**src/rtl/core/rce_pkg.sv**
```systemverilog
// Package for the record column extractor: types, constants, serial type sizing.
// No dependencies.
`timescale 1ns / 1ps

package rce_pkg;

    localparam int MAX_COLUMNS  = 16;
    localparam int COUNT_W      = $clog2(MAX_COLUMNS + 1);
    localparam int CFG_COUNT_W  = 5;
    localparam int CFG_TARGET_W = 4;
    localparam int CFG_DATA_W   = 5;
    localparam int CFG_INDEX_W  = 1;
    localparam int CMP_W        = (COUNT_W > CFG_COUNT_W) ? COUNT_W : CFG_COUNT_W;
    localparam int LEN_W        = 32;
    localparam int ROWID_W      = 64;
    localparam int VCNT_W       = 4;

    localparam logic [CFG_INDEX_W-1:0] REG_COLUMN_COUNT  = 1'd0;
    localparam logic [CFG_INDEX_W-1:0] REG_TARGET_COLUMN = 1'd1;

    localparam logic [7:0] VARINT_MORE = 8'b1000_0000;
    localparam logic [7:0] VARINT_BITS = 8'b0111_1111;
    localparam logic [VCNT_W-1:0] VARINT_FULL_BYTE = 4'd8;

    localparam logic [63:0] ST_NULL      = 64'd0;
    localparam logic [63:0] ST_INT_MAX   = 64'd4;
    localparam logic [63:0] ST_INT48     = 64'd5;
    localparam logic [63:0] ST_INT64     = 64'd6;
    localparam logic [63:0] ST_FLOAT     = 64'd7;
    localparam logic [63:0] ST_ZERO      = 64'd8;
    localparam logic [63:0] ST_ONE       = 64'd9;
    localparam logic [63:0] ST_RESV_A    = 64'd10;
    localparam logic [63:0] ST_RESV_B    = 64'd11;
    localparam logic [63:0] ST_BLOB_BASE = 64'd12;
    localparam logic [LEN_W-1:0] SIZE_INT48 = 32'd6;
    localparam logic [LEN_W-1:0] SIZE_8BYTE = 32'd8;

    typedef enum logic [5:0] {
        PH_WAIT    = 6'b000001,
        PH_RECSIZE = 6'b000010,
        PH_ROWID   = 6'b000100,
        PH_HDRSIZE = 6'b001000,
        PH_TYPES   = 6'b010000,
        PH_BODY    = 6'b100000
    } t_phase;

    typedef struct packed {
        logic [7:0]         value_byte;
        logic               value_last;
        logic               empty_value;
        logic               bad_type;
        logic [ROWID_W-1:0] row_id;
    } t_result;

    function automatic logic [LEN_W-1:0] type_size(input logic [63:0] t);
        logic [62:0]      d;
        logic [LEN_W-1:0] s;
        d = t[63:1] - 63'(ST_BLOB_BASE >> 1);
        if (t == ST_NULL || t == ST_ZERO || t == ST_ONE) begin
            s = '0;
        end else if (t <= ST_INT_MAX) begin
            s = t[LEN_W-1:0];
        end else if (t == ST_INT48) begin
            s = SIZE_INT48;
        end else if (t == ST_INT64 || t == ST_FLOAT) begin
            s = SIZE_8BYTE;
        end else begin
            s = (|d[62:LEN_W]) ? '1 : d[LEN_W-1:0];
        end
        return s;
    endfunction

endpackage

```
**src/rtl/core/rce_parser.sv**
```systemverilog
// Cell parser: varint decode, serial type sizing and body byte selection.
// Depends on rce_pkg.
`timescale 1ns / 1ps

module rce_parser import rce_pkg::*; (
    input  logic                    i_clk,
    input  logic                    i_rst_n,
    input  logic                    i_valid,
    input  logic [7:0]              i_data_byte,
    input  logic                    i_cell_start,
    input  logic [CFG_COUNT_W-1:0]  i_column_count,
    input  logic [CFG_TARGET_W-1:0] i_target_column,
    input  logic                    i_out_free,
    output logic                    o_advance,
    output logic                    o_load,
    output t_result                 o_result
);

    t_phase               r_phase, n_phase, cur_phase;
    logic [63:0]          r_varint, n_varint, cur_varint, feed_val;
    logic [VCNT_W-1:0]    r_vcount, n_vcount, cur_vcount;
    logic [COUNT_W-1:0]   r_cols, n_cols, cur_cols, cols_after;
    logic [LEN_W-1:0]     r_bb, n_bb, cur_bb;
    logic [LEN_W-1:0]     r_tl, n_tl, cur_tl, tl_after, tsize;
    logic [LEN_W-1:0]     r_pos, n_pos, cur_pos;
    logic [ROWID_W-1:0]   r_row, n_row, cur_row;
    logic                 feed_done, is_ninth, is_bad, emit;
    logic [LEN_W:0]       bb_sum, body_end, pos_ext;
    logic [CMP_W-1:0]     eff_count, cc_ext, target_ext;
    logic                 target_ok;

    always_comb begin
        cur_phase  = i_cell_start ? PH_RECSIZE : r_phase;
        cur_varint = i_cell_start ? '0 : r_varint;
        cur_vcount = i_cell_start ? '0 : r_vcount;
        cur_cols   = i_cell_start ? '0 : r_cols;
        cur_bb     = i_cell_start ? '0 : r_bb;
        cur_tl     = i_cell_start ? '0 : r_tl;
        cur_pos    = i_cell_start ? '0 : r_pos;
        cur_row    = i_cell_start ? '0 : r_row;

        is_ninth  = (cur_vcount == VARINT_FULL_BYTE);
        feed_val  = is_ninth ? {cur_varint[55:0], i_data_byte}
                             : {cur_varint[56:0], i_data_byte[6:0] & VARINT_BITS[6:0]};
        feed_done = is_ninth || ((i_data_byte & VARINT_MORE) == 8'd0);

        cc_ext     = CMP_W'(i_column_count);
        eff_count  = (cc_ext > CMP_W'(MAX_COLUMNS)) ? CMP_W'(MAX_COLUMNS) : cc_ext;
        target_ext = CMP_W'(i_target_column);
        target_ok  = target_ext < eff_count;

        tsize      = type_size(feed_val);
        is_bad     = (feed_val == ST_RESV_A) || (feed_val == ST_RESV_B);
        bb_sum     = {1'b0, cur_bb} + {1'b0, tsize};
        tl_after   = (CMP_W'(cur_cols) == target_ext) ? tsize : cur_tl;
        cols_after = cur_cols + COUNT_W'(1);

        body_end   = {1'b0, cur_bb} + {1'b0, cur_tl};
        pos_ext    = {1'b0, cur_pos};
    end

    always_comb begin
        n_phase  = cur_phase;
        n_varint = cur_varint;
        n_vcount = cur_vcount;
        n_cols   = cur_cols;
        n_bb     = cur_bb;
        n_tl     = cur_tl;
        n_pos    = cur_pos;
        n_row    = cur_row;
        emit     = 1'b0;
        o_result = '{value_byte: 8'd0, value_last: 1'b0, empty_value: 1'b0,
                     bad_type: 1'b0, row_id: cur_row};

        if (cur_phase inside {PH_RECSIZE, PH_ROWID, PH_HDRSIZE, PH_TYPES}) begin
            n_varint = feed_done ? '0 : feed_val;
            n_vcount = feed_done ? '0 : cur_vcount + VCNT_W'(1);
        end

        case (cur_phase)
            PH_RECSIZE: begin
                if (feed_done) n_phase = PH_ROWID;
            end
            PH_ROWID: begin
                if (feed_done) begin
                    n_row   = feed_val;
                    n_phase = PH_HDRSIZE;
                end
            end
            PH_HDRSIZE: begin
                if (feed_done) begin
                    n_phase = (CMP_W'(cur_cols) >= eff_count) ? PH_WAIT : PH_TYPES;
                end
            end
            PH_TYPES: begin
                if (feed_done) begin
                    if (is_bad) begin
                        n_phase                 = PH_WAIT;
                        emit                    = 1'b1;
                        o_result.value_last     = 1'b1;
                        o_result.bad_type       = 1'b1;
                    end else begin
                        if (CMP_W'(cur_cols) < target_ext) begin
                            n_bb = bb_sum[LEN_W] ? '1 : bb_sum[LEN_W-1:0];
                        end
                        n_tl   = tl_after;
                        n_cols = cols_after;
                        if (CMP_W'(cols_after) >= eff_count) begin
                            if (target_ok && tl_after == '0) begin
                                n_phase              = PH_WAIT;
                                emit                 = 1'b1;
                                o_result.value_last  = 1'b1;
                                o_result.empty_value = 1'b1;
                            end else if (target_ok) begin
                                n_phase = PH_BODY;
                                n_pos   = '0;
                            end else begin
                                n_phase = PH_WAIT;
                            end
                        end
                    end
                end
            end
            PH_BODY: begin
                n_pos = (cur_pos != '1) ? cur_pos + LEN_W'(1) : cur_pos;
                if (pos_ext >= {1'b0, cur_bb} && pos_ext < body_end) begin
                    emit                = 1'b1;
                    o_result.value_byte = i_data_byte;
                    if (pos_ext + (LEN_W+1)'(1) == body_end) begin
                        o_result.value_last = 1'b1;
                        n_phase             = PH_WAIT;
                    end
                end
            end
            default: begin
                n_phase = cur_phase;
            end
        endcase
    end

    assign o_advance = i_valid && (i_out_free || !emit);
    assign o_load    = o_advance && emit;

    always_ff @(posedge i_clk) begin
        if (!i_rst_n) begin
            r_phase  <= PH_WAIT;
            r_varint <= '0;
            r_vcount <= '0;
            r_cols   <= '0;
            r_bb     <= '0;
            r_tl     <= '0;
            r_pos    <= '0;
            r_row    <= '0;
        end else if (o_advance) begin
            r_phase  <= n_phase;
            r_varint <= n_varint;
            r_vcount <= n_vcount;
            r_cols   <= n_cols;
            r_bb     <= n_bb;
            r_tl     <= n_tl;
            r_pos    <= n_pos;
            r_row    <= n_row;
        end
    end

endmodule

```
**src/rtl/core/rce_out_buf.sv**
```systemverilog
// Result register: holds one result transaction until the receiver takes it.
// Depends on rce_pkg.
`timescale 1ns / 1ps

module rce_out_buf import rce_pkg::*; (
    input  logic    i_clk,
    input  logic    i_rst_n,
    input  logic    i_load,
    input  t_result i_result,
    input  logic    i_stall,
    output logic    o_free,
    output logic    o_valid,
    output t_result o_result
);

    logic    r_valid, n_valid;
    t_result r_result;

    assign o_free   = !r_valid || !i_stall;
    assign n_valid  = i_load || (r_valid && i_stall);
    assign o_valid  = r_valid;
    assign o_result = r_result;

    always_ff @(posedge i_clk) begin
        if (!i_rst_n) begin
            r_valid <= 1'b0;
        end else begin
            r_valid <= n_valid;
        end
    end

    always_ff @(posedge i_clk) begin
        if (i_load) begin
            r_result <= i_result;
        end
    end

endmodule

```
**src/rtl/core/record_column_extractor_core.sv**
```systemverilog
// Top level of the record column extractor: input register, parser, result register.
// Depends on rce_pkg, rce_parser and rce_out_buf.
`timescale 1ns / 1ps

// Streams the bytes of one table-leaf cell, one byte per transaction, and returns
// the bytes of the column chosen by target_column together with the decoded row id.
// One byte is taken every cycle while the input does not stall; each result passes
// through the input register and the result register: the byte sits in the input
// register while the single parse stage works on it, and the result register then
// presents the outcome. The input stalls only while a finished result waits and
// the held byte would produce another. A reserved serial type gives one result with
// bad_type set and drops the rest of the cell; an empty column gives one result
// with empty_value set. Write configuration only while the block is idle.
module record_column_extractor_core import rce_pkg::*; (
    input  logic                   i_clk,
    input  logic                   i_rst_n,
    input  logic                   i_in_valid,
    output logic                   o_in_stall,
    input  logic [7:0]             i_data_byte,
    input  logic                   i_cell_start,
    input  logic                   i_cfg_valid,
    output logic                   o_cfg_ready,
    input  logic [CFG_INDEX_W-1:0] i_cfg_index,
    input  logic [CFG_DATA_W-1:0]  i_cfg_data,
    output logic                   o_out_valid,
    input  logic                   i_out_stall,
    output logic [7:0]             o_value_byte,
    output logic                   o_value_last,
    output logic                   o_empty_value,
    output logic                   o_bad_type,
    output logic [ROWID_W-1:0]     o_row_id
);

    logic                    r_in_valid, n_in_valid;
    logic [7:0]              r_data_byte;
    logic                    r_cell_start;
    logic [CFG_COUNT_W-1:0]  r_column_count;
    logic [CFG_TARGET_W-1:0] r_target_column;
    logic                    in_accept, advance, load, out_free;
    t_result                 parse_result, out_result;

    assign o_cfg_ready = 1'b1;
    assign o_in_stall  = r_in_valid && !advance;
    assign in_accept   = i_in_valid && !o_in_stall;
    assign n_in_valid  = in_accept || (r_in_valid && !advance);

    always_ff @(posedge i_clk) begin
        if (!i_rst_n) begin
            r_in_valid      <= 1'b0;
            r_column_count  <= CFG_COUNT_W'(1);
            r_target_column <= '0;
        end else begin
            r_in_valid <= n_in_valid;
            if (i_cfg_valid && o_cfg_ready) begin
                case (i_cfg_index)
                    REG_COLUMN_COUNT:  r_column_count  <= i_cfg_data[CFG_COUNT_W-1:0];
                    REG_TARGET_COLUMN: r_target_column <= i_cfg_data[CFG_TARGET_W-1:0];
                    default:           r_target_column <= r_target_column;
                endcase
            end
        end
    end

    always_ff @(posedge i_clk) begin
        if (in_accept) begin
            r_data_byte  <= i_data_byte;
            r_cell_start <= i_cell_start;
        end
    end

    rce_parser u_parser (
        .i_clk           (i_clk),
        .i_rst_n         (i_rst_n),
        .i_valid         (r_in_valid),
        .i_data_byte     (r_data_byte),
        .i_cell_start    (r_cell_start),
        .i_column_count  (r_column_count),
        .i_target_column (r_target_column),
        .i_out_free      (out_free),
        .o_advance       (advance),
        .o_load          (load),
        .o_result        (parse_result)
    );

    rce_out_buf u_out_buf (
        .i_clk    (i_clk),
        .i_rst_n  (i_rst_n),
        .i_load   (load),
        .i_result (parse_result),
        .i_stall  (i_out_stall),
        .o_free   (out_free),
        .o_valid  (o_out_valid),
        .o_result (out_result)
    );

    assign o_value_byte  = out_result.value_byte;
    assign o_value_last  = out_result.value_last;
    assign o_empty_value = out_result.empty_value;
    assign o_bad_type    = out_result.bad_type;
    assign o_row_id      = out_result.row_id;

endmodule

```
**config.mk**
```make
export PLATFORM = sky130hd
export DESIGN_NAME = record_column_extractor_core
export DESIGN_NICKNAME = d
export VERILOG_FILES = /design/src/rtl/core/rce_pkg.sv /design/src/rtl/core/rce_parser.sv /design/src/rtl/core/rce_out_buf.sv /design/src/rtl/core/record_column_extractor_core.sv
export SDC_FILE = /design/constraint.sdc
export NUM_CORES = 1
export LEC_CHECK = 0
export ABC_AREA = 1
export BUFFER_PORTS_ARGS = -buffer_cell sky130_fd_sc_hd__buf_2
export CAP_MARGIN = 25
export CORE_MARGIN = 4
export CORE_UTILIZATION = 40
export DETAILED_ROUTE_END_ITERATION = 10
export SLEW_MARGIN = 0
export SYNTH_ARGS = -nofsm -noshare
export SYNTH_HDL_FRONTEND = slang
export SYNTH_HIERARCHICAL = 1
export SYNTH_SLANG_ARGS = --single-unit
```
**constraint.sdc**
```tcl
create_clock -name i_clk -period 23.4 [get_ports i_clk]
set_clock_uncertainty 0.15 [all_clocks]
set_input_delay 2.34 -clock i_clk [delete_from_list [all_inputs] [get_ports i_clk]]
set_output_delay 2.34 -clock i_clk [all_outputs]
set_load 0.01 [all_outputs]
```
Word level (Yosys, flattened, before mapping)
Index checks and enable logic that the tools add are counted.

Output and inout port bits: 78. Flip-flop bits (word level): 327. Bits of input ports: 20. Bits in read-only memories: 0. Memory bits (writable): 0. Logic and storage cells: 152. Memories kept: 0. Latch bits: 0.

Multipliers: 0. Bitwise logic cells: 4. Shift-type cells: 0. Magnitude comparators: 8. Reductions and logical operators: 31. Muxes and demuxes: 67. Div/mod/pow operators: 0. $add $sub $neg: 7. Eq/ne operators: 16.

Operator list (number): $mux 32 (23); $eq 64x4->1 const B (4); $mux 64 (4); $eq 64x3->1 const B (3); $mux 57 (3); $add 32x32->33 (2); $mux 6 (11); $le 64x3->1 const B (1); $logic_not 64->1 (1); $pmux 32 s2 (1); $sub 63x3->63 const B (1); $add 32x1->33 const B (1); $eq 33x33->1 (1); $lt 32x33->1 (1); $add 32x1->32 const B (1); $ge 32x32->1 (1); $logic_not 32->1 (1); $ne 32x32->1 const B (1); $reduce_or 31->1 (1); $mux 5 (6); $pmux 6 s5 (1); $mux 4 (3); $ge 5x5->1 (2); $mux 1 (10); 23 further kinds (49).

Logic depth before layout (Yosys ltp)
Depth after elaboration: 26. Gate-level depth with buffers: 66. Mapped depth without buffers: 53.

By module
Netlist, hierarchy kept.

By module, submodules not included: rce_parser (sequential area each 4644.5 µm², instances 1, area an instance 24227.0 µm², cells an instance 4181); rce_out_buf (sequential area each 2272.2 µm², instances 1, area an instance 2294.7 µm², cells an instance 80); record_column_extractor_core (sequential area each 470.5 µm², instances 1, area an instance 716.9 µm², cells an instance 69).

Least setup slack after synthesis
No wires, ideal clock.

Path type: register to output. Start point: register r_cell_start. End point: output o_in_stall. Setup slack: 14372 ps. Stages on the path, launching flop included: 40. Path buffers: 12. Required time: 20910 ps. Arrival time: 6538 ps. Path through: edfxtp_1 > buf_6 > buf_6 > buf_4 > buf_6 > buf_2 > buf_2 > clkbuf_1 > buf_2 > clkbuf_1 > clkbuf_1 > nor2_1 > inv_1 > fa_1 > o21ai_0 > nand2_1 > nand3_1 > nand3_1 > (+4 left out) > o21ai_0 > xor2_1 > ha_1 > nand2_1 > nand3b_1 > nor2_1 > nand2_1 > or3_1 > nand4_1 > nand2_2 > nand2_4 > nand2_4 > inv_2 > buf_2 > buf_2 > inv_1 > nand2_1 > inv_1.

Word-level cells in the longest chain between the ends: 23. Elaborated cells on any way between the ends: 53. Classes of those cells: add/sub: 3; order compare: 4; eq/ne: 11; mux: 20; reduce/logical: 15.

Ends and longest elaborated chain: from (decl) (RTL line record_column_extractor_core.sv:36) `logic r_cell_start;`; from (signal assigned) (RTL line record_column_extractor_core.sv:67) `r_cell_start <= i_cell_start;`; $mux 4 (RTL line rce_parser.sv:35) `cur_vcount = i_cell_start ? '0 : r_vcount;`; $eq 4x4->1 (RTL line rce_parser.sv:42) `is_ninth = (cur_vcount == VARINT_FULL_BYTE);`; $mux 64 (RTL line rce_parser.sv:43) `feed_val = is_ninth ? {cur_varint[55:0], i_data_byte}`; $sub 63x3->63 (RTL line rce_pkg.sv:58) `d = t[63:1] - 63'(ST_BLOB_BASE >> 1);`; $reduce_or 31->1 (RTL line rce_pkg.sv:68) `s = (|d[62:LEN_W]) ? '1 : d[LEN_W-1:0];`; $mux 32 (RTL line rce_pkg.sv:68); $mux 32 (RTL line rce_pkg.sv:65) `end else if (t == ST_INT64 || t == ST_FLOAT) begin`; $mux 32 (RTL line rce_pkg.sv:63) `end else if (t == ST_INT48) begin`; (+8 left out); $mux 1 (RTL line rce_parser.sv:96) `if (feed_done) begin`; $pmux 1 s2 * (RTL line rce_parser.sv:80) `case (cur_phase)`; $logic_not 1->1 * (RTL line rce_parser.sv:141) `assign o_advance = i_valid && (i_out_free || !emit);`; $logic_or 1x1->1 * (RTL line rce_parser.sv:141); $logic_and 1x1->1 * (RTL line rce_parser.sv:141); via advance (RTL line record_column_extractor_core.sv:39) `logic in_accept, advance, load, out_free;`; $logic_not 1->1 * (RTL line record_column_extractor_core.sv:43) `assign o_in_stall = r_in_valid && !advance;`; $logic_and 1x1->1 * (RTL line record_column_extractor_core.sv:43); to (decl) (RTL line record_column_extractor_core.sv:18) `output logic o_in_stall,`.

Mark *: on every way through the listed nets, which the timed path passes. The rest lies on a longest branch.

Worst setup path after layout
Same ends and word-level chain as after synthesis.

==> results by group <==
Clock network
  • CTS tree: yes
  • Hold-fix buffers, CTS: 0
  • H-tree levels: 2
  • Max clock buf depth: 3
  • TritonCTS buffer count: 41
  • CTS root buffer: clkbuf_16
  • Post_cts resized: 0
  • Clk Latency, worst-skew pair: 610 ps
  • CTS Sinks: 327
  • Post-CTS Setup Bufs: 0
  • Clock Pin Slew Worst Setup and Hold Paths: 50 ps

Final layout
  • Number of antenna diodes: 0
  • Post-route cell area: 29400 sq um
  • Most common cell after layout, fill and taps aside: nand2_1
  • Multi-input logic area: 16700 sq um
  • Proportion of layout cells with a drive suffix above 1: 0.0817
  • Area grow syn2layout: 7.96%
  • Nets: 4461
  • Finished Layout Cells: 5192
  • Most frequent cells in the layout: nand2_1, nor2_1, inv_1, nand3_1, o21ai_0
  • Count of filler cells inserted in the layout: 7252
  • Sequential Area: 7390 sq um

Placed design
  • Area after DPL: 28000 sq um
  • Port Buf Inserts: 96
  • Placed insts: 5116
  • DP HPWL: 70.1 mm
  • RD Place Congestion: 0.990

Floorplan
  • FP Rows: 95
  • Initial core utilization: 0.405
  • Die area: 72300 sq um
  • Core area: 67300 sq um
  • Chip Height: 269 microns
  • Die W: 269 microns
  • I/O Pins: 98

Routing
  • Avg Vias per Cell: 5.39
  • Initial DRT Pass Iterations: 6
  • Drt wl/cell: 18.5 microns
  • Routed Wire Length: 96.1 mm
  • DRC viols: 0
  • Vias after detailed routing: 28000
  • Routed Antenna Nets: 0
  • Initial drt markers: 2723

STA
  • Hold Worst Slack: 295 ps
  • Slew @ Worst Pin: 936 ps
  • Setup Viol. Count Final: 0
  • Min Tclk post-route: 11290 ps
  • RSZ-0062 raised after global routing: no
  • Final hold violations: 0
  • Fin Setup TNS: 0 ps
  • Worst rel slew slack: 0.372
  • Fin crit share: 0.482
  • Max Slew Vio Count: 0
  • Max frequency: 0.0886 GHz

Worst setup path
  • Most common cell on crit path: nand2_1
  • Worst endpoint required time: 20910 ps
  • Slowest CP cell: buf_4
  • Worst setup SP type: flop
  • Largest stage delay on the critical path: 720 ps
  • Max FO, Critical Path: 115
  • Crit path kind: reg -> out
  • Crit path DAT: 8800 ps
  • CP Capture Type: primary output

GRT
  • Initial antenna violation count: 4
  • Vias in the first global route: 25600
  • Largest net degree at the start of global routing: 116
  • GRT Util Overall: 0.258
  • First-pass GRT wire length: 149 mm
  • Total gr overflow: 0

Yosys
  • Synth Area in Adders: 0.0718
  • Multiplexer area fraction after synthesis: 0
  • Synth warnings: 6
  • Complex-gate fraction of the synthesized area: 0.150
  • Predominant post-synthesis flop cell: dfxtp_1
  • Netlist cell types: 57
  • Post-Syn Instances: 4330
  • Simple-gate area share of the yosys netlist: 0.348
  • Cell Area, Synth: 27200 sq um
  • Post-synthesis sequential area ratio: 0.271
  • Syn nets: 4505
  • Async SR Flop Fraction: 0
  • Post-synthesis xor/xnor area fraction: 0.0412
  • Post-synth EDFFs: 84
  • Avg Inst Size Synth: 6.29 sq um
  • Main combinational cell family by area after synthesis: simple AND/OR/NAND/NOR gates
  • Synthesis-stage register bit count: 327

Power and ir drop
  • Power density cells: 60.6 nW/um^2
  • Peak VDD IR: 65.6 uV
  • Leakage: 13.3 nW

Outcome
  • Status: complete, no violations

Job
  • Max-cap violations: 0

Worst hold path
  • Worst Hold Class: reg -> reg
-- metrics by stage --
step | setup slack (ps) | power (mW) | utilization
after floorplan | 14370 | 1.01 | -
after global placement | 12850 | 1.14 | 0.416
after detailed placement | 12820 | 1.14 | 0.417
after CTS | 12180 | 1.79 | 0.437
after global routing | 11420 | 1.88 | 0.437
final | 12110 | 1.78 | 0.437
-- cell families (layout without fill, tap and decap cells) --
| family | after synthesis | in the layout |
|---|---|---|
| AND/OR/NAND/NOR | 2211 | 2211 |
| XOR/XNOR | 128 | 128 |
| adder cells (fa/ha/maj) | 155 | 155 |
| flip-flops | 327 | 327 |
| other | 1 | 1 |
| AO/OA/AOI/OAI | 739 | 739 |
| buffers and inverters | 769 | 758 |
-- synth_stat cells (11+ instances only) --
cell type / instances / area [sq um]
nor2_1: 608 / 2280
a21oi_1: 257 / 1290
nand3_1: 315 / 1580
nand3b_1: 11 / 82.6
a31oi_1: 35 / 219
o21ai_0: 294 / 1470
buf_4: 22 / 165
a21oi_2: 23 / 201
nor2_2: 22 / 138
nand2_2: 33 / 206
inv_2: 20 / 75.1
a22oi_1: 36 / 270
nand2_1: 1047 / 3930
buf_1: 17 / 63.8
ha_1: 153 / 1910
edfxtp_1: 84 / 2520
xnor2_1: 37 / 324
xor2_1: 91 / 797
buf_2: 50 / 250
clkbuf_1: 108 / 405
o21ai_1: 16 / 80.1
dfxtp_1: 243 / 4860
inv_1: 525 / 1970
nor3_1: 27 / 135
nand4_1: 86 / 538
o22ai_1: 25 / 156
nand3_2: 22 / 220
buf_6: 23 / 259
-- worst paths after layout --
kind / startpoint / cells after the start / slack (ps) / to
max: r_cell_start / 29 / 12110 / o_in_stall
min: u_parser/r_row[29] / 2 / 300 / u_parser/r_row[29]
max reg2reg: r_cell_start / 52 / 12720 / u_parser/r_bb[29]
min reg2reg: u_parser/r_row[29] / 2 / 300 / u_parser/r_row[29]
-- registers in the layout (all words and copies together) (netlist names), 5 cells and up --
name,cells
u_out_buf/o_result,75
u_parser/r_row,64
u_parser/r_varint,57
u_parser/r_bb,32
u_parser/r_pos,32
u_parser/r_tl,32
r_data_byte,8
u_parser/r_phase,6
r_column_count,5
u_parser/r_cols,5
-- routing by layer --
metal	vias up	global-route usage	routed length [microns]
met5	-	0	49
met4	8	0.0843	3170
met3	161	0.0320	6030
met2	981	0.425	43800
met1	12800	0.352	43100
li1	14000	-	-
-- where the power goes --
group / total [mW] / switching, mW / internal, mW / leakage [nW]
Sequential: 0.622 / 0.0158 / 0.606 / 2.86
Clock: 0.642 / 0.278 / 0.364 / 0.650
Combinational: 0.519 / 0.364 / 0.155 / 9.82
Total: 1.78 / 0.658 / 1.12 / 13.3
-- area by class of cell --
class	count	area share
multi-input cells	3234	0.568
clock inverters	23	0.00842
clock buffers	53	0.0378
well taps	873	0.0371
repair buffers	133	0.0271
flip-flops and latches	327	0.251
inverters	549	0.0703
-- worst max-delay path, delay by kind of cell (launching register included) --
| family | cells | cell delay [ps] |
|---|---|---|
| and+or+nand+nor | 13 | 3060 |
| DFF | 1 | 370 |
| AOI/OAI and AO/OA | 6 | 1670 |
| adders and majority gates | 2 | 710 |
| buffers and inverters | 8 | 2160 |
No activity file was read; power rests on OpenSTA's default activity.
